===== src/rtl/scd_pkg.sv =====
// Shared types and constants for the scene change detector.
// No dependencies; every other file of the block imports this package.
package scd_pkg;

  localparam int unsigned SAMPLE_W   = 8;
  localparam int unsigned FRAME_W    = 23;
  localparam int unsigned SUM_W      = 32;
  localparam int unsigned FRAC_W     = 8;
  localparam int unsigned DIVIDEND_W = SUM_W + FRAC_W;
  localparam int unsigned SCORE_W    = 18;
  localparam int unsigned CMP_W      = 28;
  localparam int unsigned DIV_CNT_W  = $clog2(DIVIDEND_W + 1);

  localparam logic [FRAME_W-1:0] FRAME_PIXELS_RST = FRAME_W'(307200);
  localparam logic [SCORE_W-1:0] SCORE_SAT        = '1;

  localparam logic [CMP_W-1:0] SCORE_FLOOR = CMP_W'(5 * 256);
  localparam logic [CMP_W-1:0] SCORE_HIGH  = CMP_W'(30 * 256);
  localparam logic [CMP_W-1:0] SCORE_TOP   = CMP_W'(50 * 256);

  typedef enum logic [1:0] {
    ST_ACCUM,
    ST_DIVIDE,
    ST_SCAN,
    ST_DECIDE
  } scd_state_e;

  typedef struct packed {
    logic                done;
    logic [SCORE_W-1:0]  score;
  } scd_div_res_t;

  typedef struct packed {
    logic scan_start;
    logic commit;
  } scd_hist_ctl_t;

  typedef struct packed {
    logic scan_done;
    logic cut;
  } scd_verdict_t;

endpackage


===== src/rtl/scd_divider.sv =====
// Restoring divider, one quotient bit per cycle, with saturation to the score width.
// Depends on scd_pkg.
module scd_divider import scd_pkg::*; (
  input  logic                  clk_i,
  input  logic                  rst_ni,
  input  logic                  start_i,
  input  logic [DIVIDEND_W-1:0] dividend_i,
  input  logic [FRAME_W-1:0]    divisor_i,
  output scd_div_res_t          res_o
);

  logic                  busy_q, busy_d;
  logic [DIV_CNT_W-1:0]  cnt_q, cnt_d;
  logic [DIVIDEND_W-1:0] dvd_q, dvd_d;
  logic [FRAME_W-1:0]    rem_q, rem_d;
  logic [FRAME_W-1:0]    div_q, div_d;
  logic [FRAME_W:0]      trial;
  logic [FRAME_W:0]      diff;
  logic                  fits;

  assign trial = {rem_q, dvd_q[DIVIDEND_W-1]};
  assign diff  = trial - {1'b0, div_q};
  assign fits  = trial >= {1'b0, div_q};

  always_comb begin
    busy_d = busy_q;
    cnt_d  = cnt_q;
    dvd_d  = dvd_q;
    rem_d  = rem_q;
    div_d  = div_q;
    if (start_i) begin
      busy_d = 1'b1;
      cnt_d  = DIV_CNT_W'(DIVIDEND_W);
      dvd_d  = dividend_i;
      rem_d  = '0;
      div_d  = divisor_i;
    end else if (busy_q) begin
      if (cnt_q == '0) begin
        busy_d = 1'b0;
      end else begin
        cnt_d = cnt_q - 1'b1;
        dvd_d = {dvd_q[DIVIDEND_W-2:0], fits};
        rem_d = fits ? diff[FRAME_W-1:0] : trial[FRAME_W-1:0];
      end
    end
  end

  always_ff @(posedge clk_i or negedge rst_ni) begin
    if (!rst_ni) begin
      busy_q <= 1'b0;
      cnt_q  <= '0;
    end else begin
      busy_q <= busy_d;
      cnt_q  <= cnt_d;
    end
  end

  always_ff @(posedge clk_i) begin
    dvd_q <= dvd_d;
    rem_q <= rem_d;
    div_q <= div_d;
  end

  assign res_o.done  = busy_q && (cnt_q == '0);
  assign res_o.score = (|dvd_q[DIVIDEND_W-1:SCORE_W]) ? SCORE_SAT : dvd_q[SCORE_W-1:0];

endmodule


===== src/rtl/scd_history.sv =====
// Score history with a sequential max/min scan and the cut decision.
// Depends on scd_pkg.
module scd_history import scd_pkg::*; #(
  parameter int unsigned HISTORY_LEN = 5
) (
  input  logic               clk_i,
  input  logic               rst_ni,
  input  scd_hist_ctl_t      ctl_i,
  input  logic [SCORE_W-1:0] score_i,
  output scd_verdict_t       verdict_o
);

  localparam int unsigned DEPTH  = HISTORY_LEN - 1;
  localparam int unsigned IDX_W  = $clog2(DEPTH);
  localparam int unsigned CNT_W  = $clog2(DEPTH + 1);
  localparam int unsigned SEEN_W = $clog2(HISTORY_LEN + 1);

  logic [SCORE_W-1:0] hist_q [DEPTH];
  logic [SEEN_W-1:0]  seen_q;
  logic [SEEN_W-1:0]  seen_inc;
  logic               scan_q;
  logic [CNT_W-1:0]   idx_q;
  logic [SCORE_W-1:0] max_q, min_q;
  logic [SCORE_W-1:0] probe;
  logic [CMP_W-1:0]   s_w, mx_w, mn_w, p_w, t5;
  logic               cut;

  assign probe = hist_q[idx_q[IDX_W-1:0]];

  always_ff @(posedge clk_i or negedge rst_ni) begin
    if (!rst_ni) begin
      scan_q <= 1'b0;
      idx_q  <= '0;
    end else if (ctl_i.scan_start) begin
      scan_q <= 1'b1;
      idx_q  <= CNT_W'(1);
    end else if (scan_q) begin
      if (idx_q == CNT_W'(DEPTH)) begin
        scan_q <= 1'b0;
      end else begin
        idx_q <= idx_q + 1'b1;
      end
    end
  end

  always_ff @(posedge clk_i) begin
    if (ctl_i.scan_start) begin
      max_q <= hist_q[0];
      min_q <= hist_q[0];
    end else if (scan_q && (idx_q != CNT_W'(DEPTH))) begin
      if (probe > max_q) max_q <= probe;
      if (probe < min_q) min_q <= probe;
    end
  end

  assign seen_inc = (seen_q < SEEN_W'(HISTORY_LEN)) ? seen_q + 1'b1 : seen_q;

  assign s_w  = CMP_W'(score_i);
  assign mx_w = CMP_W'(max_q);
  assign mn_w = CMP_W'(min_q);
  assign p_w  = CMP_W'(hist_q[DEPTH-1]);
  assign t5   = (mx_w << 3) + mx_w - (mn_w << 2);

  always_comb begin
    cut = 1'b0;
    if ((seen_inc >= SEEN_W'(HISTORY_LEN)) && (s_w >= SCORE_FLOOR)
        && (s_w * CMP_W'(5) >= t5)) begin
      if ((s_w > SCORE_HIGH) && (s_w * CMP_W'(10) > p_w * CMP_W'(14))) begin
        cut = 1'b1;
      end else if (s_w * CMP_W'(50) > t5 * CMP_W'(23)) begin
        cut = 1'b1;
      end else if (s_w > SCORE_TOP) begin
        cut = 1'b1;
      end
    end
  end

  always_ff @(posedge clk_i or negedge rst_ni) begin
    if (!rst_ni) begin
      seen_q <= '0;
      for (int i = 0; i < DEPTH; i++) hist_q[i] <= '0;
    end else if (ctl_i.commit) begin
      if (cut) begin
        seen_q <= '0;
        for (int i = 0; i < DEPTH; i++) hist_q[i] <= '0;
      end else begin
        seen_q <= seen_inc;
        for (int i = 0; i < DEPTH - 1; i++) hist_q[i] <= hist_q[i+1];
        hist_q[DEPTH-1] <= score_i;
      end
    end
  end

  assign verdict_o.scan_done = scan_q && (idx_q == CNT_W'(DEPTH));
  assign verdict_o.cut       = cut;

endmodule


===== src/rtl/scene_change_detector.sv =====
// Top level of the scene change detector: sample accumulator, sequencer and result register.
// Depends on scd_pkg, scd_divider and scd_history.
//
//   channel  | handshake               | payload
//   ---------+-------------------------+------------------------------------------------
//   input    | in_valid_i / in_stall_o | current_sample_i, previous_sample_i, end_of_frame_i
//   output   | out_valid_o/out_stall_i | scene_cut_o, frame_score_o
//   config   | cfg_we_i                | cfg_wdata_i (frame_pixels)
//
// Sample beats without end of frame are accepted back to back, with no stall.
// An end-of-frame beat stalls the input while the bit-serial divider runs, and then through
// the history scan and the decision.
// The decision also waits while the previous result is still held on the output.
// Reset clears the sum, history, count and valid flags and loads frame_pixels with 307200.
module scene_change_detector import scd_pkg::*; #(
  parameter int unsigned HISTORY_LEN = 5
) (
  input  logic                clk_i,
  input  logic                rst_ni,
  input  logic                cfg_we_i,
  input  logic [FRAME_W-1:0]  cfg_wdata_i,
  input  logic                in_valid_i,
  output logic                in_stall_o,
  input  logic [SAMPLE_W-1:0] current_sample_i,
  input  logic [SAMPLE_W-1:0] previous_sample_i,
  input  logic                end_of_frame_i,
  output logic                out_valid_o,
  input  logic                out_stall_i,
  output logic                scene_cut_o,
  output logic [SCORE_W-1:0]  frame_score_o
);

  scd_state_e         state_q, state_d;
  logic [FRAME_W-1:0] pixels_q;
  logic [SUM_W-1:0]   sum_q, sum_d;
  logic [SAMPLE_W-1:0] abs_diff;
  logic [SUM_W:0]     sum_wide;
  logic [SUM_W-1:0]   sum_next;
  logic               in_beat;
  logic               slot_free;
  logic               div_start;
  scd_div_res_t       div_res;
  scd_hist_ctl_t      hist_ctl;
  scd_verdict_t       verdict;
  logic               out_valid_q, out_valid_d;
  logic               cut_q;
  logic [SCORE_W-1:0] score_q;

  assign in_beat   = in_valid_i && !in_stall_o;
  assign slot_free = !out_valid_q || !out_stall_i;
  assign abs_diff  = (current_sample_i > previous_sample_i) ?
                     current_sample_i - previous_sample_i :
                     previous_sample_i - current_sample_i;
  assign sum_wide  = {1'b0, sum_q} + (SUM_W + 1)'(abs_diff);
  assign sum_next  = sum_wide[SUM_W] ? '1 : sum_wide[SUM_W-1:0];

  always_comb begin
    state_d = state_q;
    case (state_q)
      ST_ACCUM:  if (in_beat && end_of_frame_i) state_d = ST_DIVIDE;
      ST_DIVIDE: if (div_res.done) state_d = ST_SCAN;
      ST_SCAN:   if (verdict.scan_done) state_d = ST_DECIDE;
      ST_DECIDE: if (slot_free) state_d = ST_ACCUM;
      default:   state_d = ST_ACCUM;
    endcase
  end

  always_comb begin
    in_stall_o          = 1'b1;
    div_start           = 1'b0;
    hist_ctl.scan_start = 1'b0;
    hist_ctl.commit     = 1'b0;
    sum_d               = sum_q;
    out_valid_d         = out_valid_q && out_stall_i;
    case (state_q)
      ST_ACCUM: begin
        in_stall_o = 1'b0;
        if (in_beat) begin
          sum_d     = end_of_frame_i ? '0 : sum_next;
          div_start = end_of_frame_i;
        end
      end
      ST_DIVIDE: hist_ctl.scan_start = div_res.done;
      ST_SCAN: ;
      ST_DECIDE: begin
        if (slot_free) begin
          hist_ctl.commit = 1'b1;
          out_valid_d     = 1'b1;
        end
      end
      default: ;
    endcase
  end

  always_ff @(posedge clk_i or negedge rst_ni) begin
    if (!rst_ni) begin
      state_q     <= ST_ACCUM;
      pixels_q    <= FRAME_PIXELS_RST;
      sum_q       <= '0;
      out_valid_q <= 1'b0;
    end else begin
      state_q     <= state_d;
      sum_q       <= sum_d;
      out_valid_q <= out_valid_d;
      if (cfg_we_i) pixels_q <= cfg_wdata_i;
    end
  end

  always_ff @(posedge clk_i) begin
    if (hist_ctl.commit) begin
      cut_q   <= verdict.cut;
      score_q <= div_res.score;
    end
  end

  scd_divider u_divider (
    .clk_i      (clk_i),
    .rst_ni     (rst_ni),
    .start_i    (div_start),
    .dividend_i ({sum_next, FRAC_W'(0)}),
    .divisor_i  ((pixels_q == '0) ? FRAME_W'(1) : pixels_q),
    .res_o      (div_res)
  );

  scd_history #(
    .HISTORY_LEN (HISTORY_LEN)
  ) u_history (
    .clk_i     (clk_i),
    .rst_ni    (rst_ni),
    .ctl_i     (hist_ctl),
    .score_i   (div_res.score),
    .verdict_o (verdict)
  );

  assign out_valid_o   = out_valid_q;
  assign scene_cut_o   = cut_q;
  assign frame_score_o = score_q;

endmodule


===== config.mk =====
export PLATFORM = sky130hd
export DESIGN_NAME = scene_change_detector
export DESIGN_NICKNAME = d
export VERILOG_FILES = /design/src/rtl/scd_pkg.sv /design/src/rtl/scd_divider.sv /design/src/rtl/scd_history.sv /design/src/rtl/scene_change_detector.sv
export SDC_FILE = /design/constraint.sdc
export NUM_CORES = 1
export LEC_CHECK = 0
export BUFFER_PORTS_ARGS = -buffer_cell sky130_fd_sc_hd__buf_2
export CORE_MARGIN = 8
export CORE_UTILIZATION = 52
export DETAILED_ROUTE_END_ITERATION = 10
export GPL_ROUTABILITY_DRIVEN = 1
export PLACE_DENSITY = 0.68
export SLEW_MARGIN = 15
export SYNTH_ARGS = -nofsm -noshare
export SYNTH_HDL_FRONTEND = slang
export SYNTH_SLANG_ARGS = --single-unit

===== constraint.sdc =====
create_clock -name clk_i -period 22.7 [get_ports clk_i]
set_input_delay 4.54 -clock clk_i [delete_from_list [all_inputs] [get_ports clk_i]]
set_output_delay 4.54 -clock clk_i [all_outputs]
set_load 0.05 [all_outputs]

== After elaboration in Yosys (flattened, before gate mapping) ==
Cells that the tools add are included.
Storage, ports and cells
  register bits after elaboration: 285
  input bits: 45
  output and inout bits: 21
  word-level logic and storage cells: 138
Cells by class
  add/subtract/negate cells: 9
  multiply operators: 5
  order comparisons: 13
  equal/unequal tests: 11
  muxes and demuxes: 49
  bitwise logic cells: 2
  reduce and logical (&&, ||, !) cells: 28
Operator list (number)
  $mux W18: 9
  $mux W40: 3
  $mux W72: 1
  $mux W32: 2
  $mul A18 B3 Y21 const B: 3
  $gt A28 B28 Y1: 2
  $bmux W18 S2: 1
  $add A32 B8 Y33: 1
  $ge A28 B28 Y1: 1
  $mul A28 B5 Y28 const B: 1
  $sub A28 B20 Y28: 1
  $ge A24 B23 Y1: 1
  $logic_not A23 Y1: 1
  $mul A18 B5 Y23 const B: 1
  $mux W23: 1
  $sub A23 B23 Y23: 1
  $add A21 B18 Y22: 1
  $reduce_or A22 Y1: 1
  $ge A18 B11 Y1 const B: 1
  $gt A18 B13 Y1 const B: 1
  $gt A18 B14 Y1 const B: 1
  $gt A18 B18 Y1: 1
  $lt A18 B18 Y1: 1
  $mux W1: 18
  other kinds (27): 62

== Longest topological paths before layout ==
  depth in word-level cells: 8
  depth in mapped cells: 44
  gate-level depth less buffers: 42

== By module ==
Synthesis repeated with hierarchy kept, for this count alone.
Second synthesis, totals
  cells, all modules: 2807
  area, all modules: 26359.0 µm²
Modules (own cells, without submodules)
  scd_history: instances 1, cells each 1789, area an instance 16141.7 µm², seq. area each 3057.9 µm²
  scd_divider: instances 1, cells each 500, area an instance 5228.8 µm², seq. area each 2527.4 µm²
  scene_change_detector: instances 1, cells each 518, area an instance 4988.5 µm², seq. area each 2026.9 µm²

== Worst setup path after synthesis ==
No wires, ideal clock.
  path kind: input -> register
  start: input current_sample_i[0]
  end: register u_divider.dvd_q[20] (data pin)
  library setup time: 0.256 ns
  arrival: 8.994 ns
  data required time: 22.444 ns
  path slack: 13.450 ns
  stages: 24
  buffers on the path: 4
  cell sequence: inv_1 > ha_1 > inv_1 > fa_1 > a21o_1 > a21oi_1 > o21ai_0 > o22a_1 > clkbuf_1 > clkbuf_1 > mux2_2 > fa_1 > a21o_1 > a21oi_1 > o21bai_1 > a21oi_1 > o21bai_1 > a21oi_1 > and3b_1 > clkbuf_1 > nand2_1 > clkbuf_1 > a21oi_1 > a31o_2
On the way
  cells in the longest elaborated chain, start to end: 5
  elaborated cells between the ends (all ways): 7
  those cells by class: add/sub: 3; order compare: 1; mux: 3
Ends and longest elaborated chain
  from (decl): RTL line scene_change_detector.sv:24  | input logic [SAMPLE_W-1:0] current_sample_i,
  $sub A8 B8 Y8, or another cell as far along: RTL line scene_change_detector.sv:53  | previous_sample_i - current_sample_i;
  $mux W8 (*): RTL line scene_change_detector.sv:51  | assign abs_diff = (current_sample_i > previous_sample_i) ?
  $add A32 B8 Y33 (*): RTL line scene_change_detector.sv:54  | assign sum_wide = {1'b0, sum_q} + (SUM_W + 1)'(abs_diff);
  $mux W32 (*): RTL line scene_change_detector.sv:55  | assign sum_next = sum_wide[SUM_W] ? '1 : sum_wide[SUM_W-1:0];
  $mux W40 (*): RTL line scd_divider.sv:31  | if (start_i) begin
  via u_divider.dvd_d[20]: RTL line scd_divider.sv:14  | logic [DIVIDEND_W-1:0] dvd_q, dvd_d;
  to (signal assigned): RTL line scd_divider.sv:59  | dvd_q <= dvd_d;
  to (decl): RTL line scd_divider.sv:14
The timed path passes the listed nets; every way through them passes the cells marked *.
A chain may end at the register's enable or synchronous reset.

== Worst setup path in the final report ==
  start: register u_history.max_q[0]
  end: register u_history.hist_q[18] (netlist name)
On the way
  cells in the longest elaborated chain, start to end: 8
  elaborated cells between the ends (all ways): 10
  those cells by class: add/sub: 2; mul: 1; order compare: 2; mux: 4; reduce/logical: 1
Ends and longest elaborated chain
  from (decl): RTL line scd_history.sv:23  | logic [SCORE_W-1:0] max_q, min_q;
  from (signal assigned): RTL line scd_history.sv:48  | max_q <= hist_q[0];
  from (signal assigned): RTL line scd_history.sv:51  | if (probe > max_q) max_q <= probe;
  $add A21 B18 Y22 (*): RTL line scd_history.sv:62  | assign t5 = (mx_w << 3) + mx_w - (mn_w << 2);
  $sub A28 B20 Y28 (*): RTL line scd_history.sv:62
  $mul A28 B5 Y28: RTL line scd_history.sv:70  | end else if (s_w * CMP_W'(50) > t5 * CMP_W'(23)) begin
  $gt A28 B28 Y1: RTL line scd_history.sv:70
  $mux W1: RTL line scd_history.sv:70
  $mux W1: RTL line scd_history.sv:68  | if ((s_w > SCORE_HIGH) && (s_w * CMP_W'(10) > p_w * CMP_W'(14))) begin
  $mux W1 (*): RTL line scd_history.sv:66  | if ((seen_inc >= SEEN_W'(HISTORY_LEN)) && (s_w >= SCORE_FLOOR)
  $mux W72 (*): RTL line scd_history.sv:83  | if (cut) begin
  to (signal, indexed assignment): RTL line scd_history.sv:89  | hist_q[DEPTH-1] <= score_i;
  to (decl): RTL line scd_history.sv:18  | logic [SCORE_W-1:0] hist_q [DEPTH];
Mark *: on every way between the ends. The rest lies on a longest branch, timed or not.

==> run metrics <==
outcome=finished, final reports clean; DRT Wirelength=about 62,000 µm; core area=approximately 50,000 µm²; crit path kind=reg2reg; Antenna diodes=0; standard-cell row count=slightly above 80; post-synthesis sequential area ratio=roughly 30%; Post-Synth Adder-Cell Area=25.0%; syn avg cell area=just over 9 µm²; setup_tns=0 ps; GRT Total Usage=between 20% and 30%; Compound-Gate Fraction of Synth Area=15.9%; worst clock skew=roughly 28 ps; Detail Placement HPWL=47,400 µm; Layout area overhead=8.00%; combinational family with the most area after synthesis=adder cells; global route overflow=0; Clock Sinks=between 200 and 300; die outline height=between 200 and 250 µm; Clock transition at path regs=60 ps; WP data arrival=between 10,000 and 15,000 ps; maximum operating frequency=96.0 MHz; CTS tree=done; vias in the first global route=between 20,000 and 25,000; Yosys top cell area share=between 10% and 20%; port buffer count=65; clk root buf=clkbuf_16; Tmin final=around 10,000 ps; fin. max-slew vios=0; vias per cell=5.81; RSZ-0062 raised after global routing=no; Cell Area, Placed=around 26,000 µm²; Detailed Route Iter0 Violations=around 1,500; post-CTS resize count=0; Worst Path Max Fanout=74; final setup fails=0; largest net degree at the start of global routing=85; Final period util=a little under half; H-tree Lvls=2; full die area=56,000 µm²; Final #Nets=~3,300; #FFs+latches synth=roughly 290; number of CTS-inserted buffers=35; commonest cells after routing, fill and taps aside=ha_1, inv_1, nor2_1; Distinct cells, synth=81; Post-synth EDFFs=110; Yosys top cell by area=ha_1; Setup Buffers After CTS=0; Initial Util=a little over half; simple-gate share of the synthesized area=a little over an eighth; crit start category=flip-flop; Yosys warning count=0; Worst-Margin Slew=1010 ps; required arrival time at the worst endpoint=23,070 ps; CP peak stage delay=680 ps; I/O Pins=66; Reg2Reg Setup Slack=12,280 ps; nature of the critical path endpoint=flip-flop; Max-slew headroom=around a third; commonest non-fill, non-tap cell in the layout=ha_1; Post-synth ARST share=a little over 50%; total of max-cap violations=0; post-synthesis net count=roughly 3,200; Skew-Pair Late Insertion Delay=around 550 ps; die width=roughly 240 µm; Initial DRT Pass Iterations=5; fraction of layout instances using a drive strength above 1=between 8 and 9%; # DRC=0; initial antenna violation count=0; clock buffer depth=3; multiplexer share of the synthesized area=roughly 4.4%; Cell Area, Synth=25,300 µm²; hold buffer count at CTS=0; XOR/XNOR share of the synthesized area=around 5.5%; Max stage delay cell, worst path=buf_4; first-pass GRT wire length=102,000 µm; routed length per instance=around 18 µm; worst hold path type=reg2reg; antenna viol nets, final=0; Main synth FF type=dfrtp_1; final hold violations=0; vias after detailed routing=19,800; Design Area, Final=between 20,000 and 30,000 µm²; Post-Syn Instances=2,736; GPL Wtd Cong=between 0.9 and 1; top post-synthesis cells by area=ha_1, dfrtp_1, edfxtp_1, fa_1, inv_1
## area by class of cell
| cell class | instances | area, µm² |
|---|---|---|
| clock buffers | 45 | 966 |
| flip-flops and latches | 285 | 7530 |
| clock inverters | 19 | 191 |
| fillers | 4280 | 21200 |
| well taps | 622 | 778 |
| repair buffers | 87 | 497 |
| multi-input cells | 2023 | 16200 |
| inverters | 323 | 1210 |
## sequential cells by signal, indices dropped and copies added, names as in the netlist, 18 cells and up
register	count
u_divider.div_q	23
sum_q	32
u_divider.dvd_q	40
u_history.min_q	18
u_divider.rem_q	23
u_history.max_q	18
frame_score_o	18
pixels_q	23
u_history.hist_q	72
## stage by stage
step	worst slack [ps]	hold slack (ps)	std cells	util, %
2_1_floorplan	13450	445	2736	-
3_3_place_gp	12570	453	3340	54.0
3_5_place_dp	12390	461	3340	54.0
4_1_cts	12330	474	3404	56.4
5_1_grt	11610	486	3404	56.4
6_report	12280	465	3404	56.4
## critical path, delay by kind of cell, from the launching register on
family          cells  cell delay [ps]
compound gates     12             2860
xor+xnor            3              660
fa+ha+maj           8             2670
buf+inv             5             1030
flops               1              540
simple gates       13             2360
## logic make-up after synthesis
kind of cell / count (synthesis)
AOI/OAI and AO/OA: 624
xor gates and xnor gates: 157
adders and majority gates: 456
buffers and inverters: 428
DFF: 285
muxes: 84
and+or+nand+nor: 702
## cell usage after synthesis (13+ instances only)
library cell  count
nand2_1         111
a31oi_1          25
clkbuf_1         89
nand3_1          58
nor4_1           13
nor3_1           76
fa_1             83
o21ai_0         120
o21a_1           29
mux2_2           43
nand4_1          39
nand2b_1         27
a211oi_1         31
dfrtp_1         140
mux2i_1          23
dfxtp_1          31
a21oi_1         205
inv_1           322
and3_1           19
o21bai_1         24
nor2_1          273
ha_1            372
edfxtp_1        110
xor2_1           51
mux4_2           18
xnor2_1         105
a21o_1           58
nor2b_1          30
## worst paths after layout
kind / end / startpoint / depth (start not counted)
hold / removal: u_divider.dvd_q[4] / u_divider.dvd_q[3] / 2
max in group asynchronous: u_history.hist_q[22] / rst_ni / 2
setup reg to reg: u_history.hist_q[18] / u_history.max_q[0] / 41
hold reg to reg: u_divider.dvd_q[4] / u_divider.dvd_q[3] / 2
setup / recovery: u_history.hist_q[18] / u_history.max_q[0] / 41
min in group asynchronous: pixels_q[0] / rst_ni / 1
## layer usage
layer  wire length, µm  share of wire (%)  vias to the layer above  GRT usage [%]
met4              1560                2.5                        0           6.44
met5                 0                  0                        -              0
li1                  -                  -                     9693              -
met2             31100                 50                      384           38.8
met1             26800                 43                     9605           27.5
met3              2590                4.2                       84           2.87
Power is left out: the tool's default activity adds up to more than one toggle a clock period on the data nets, which glitch-free logic cannot reach.
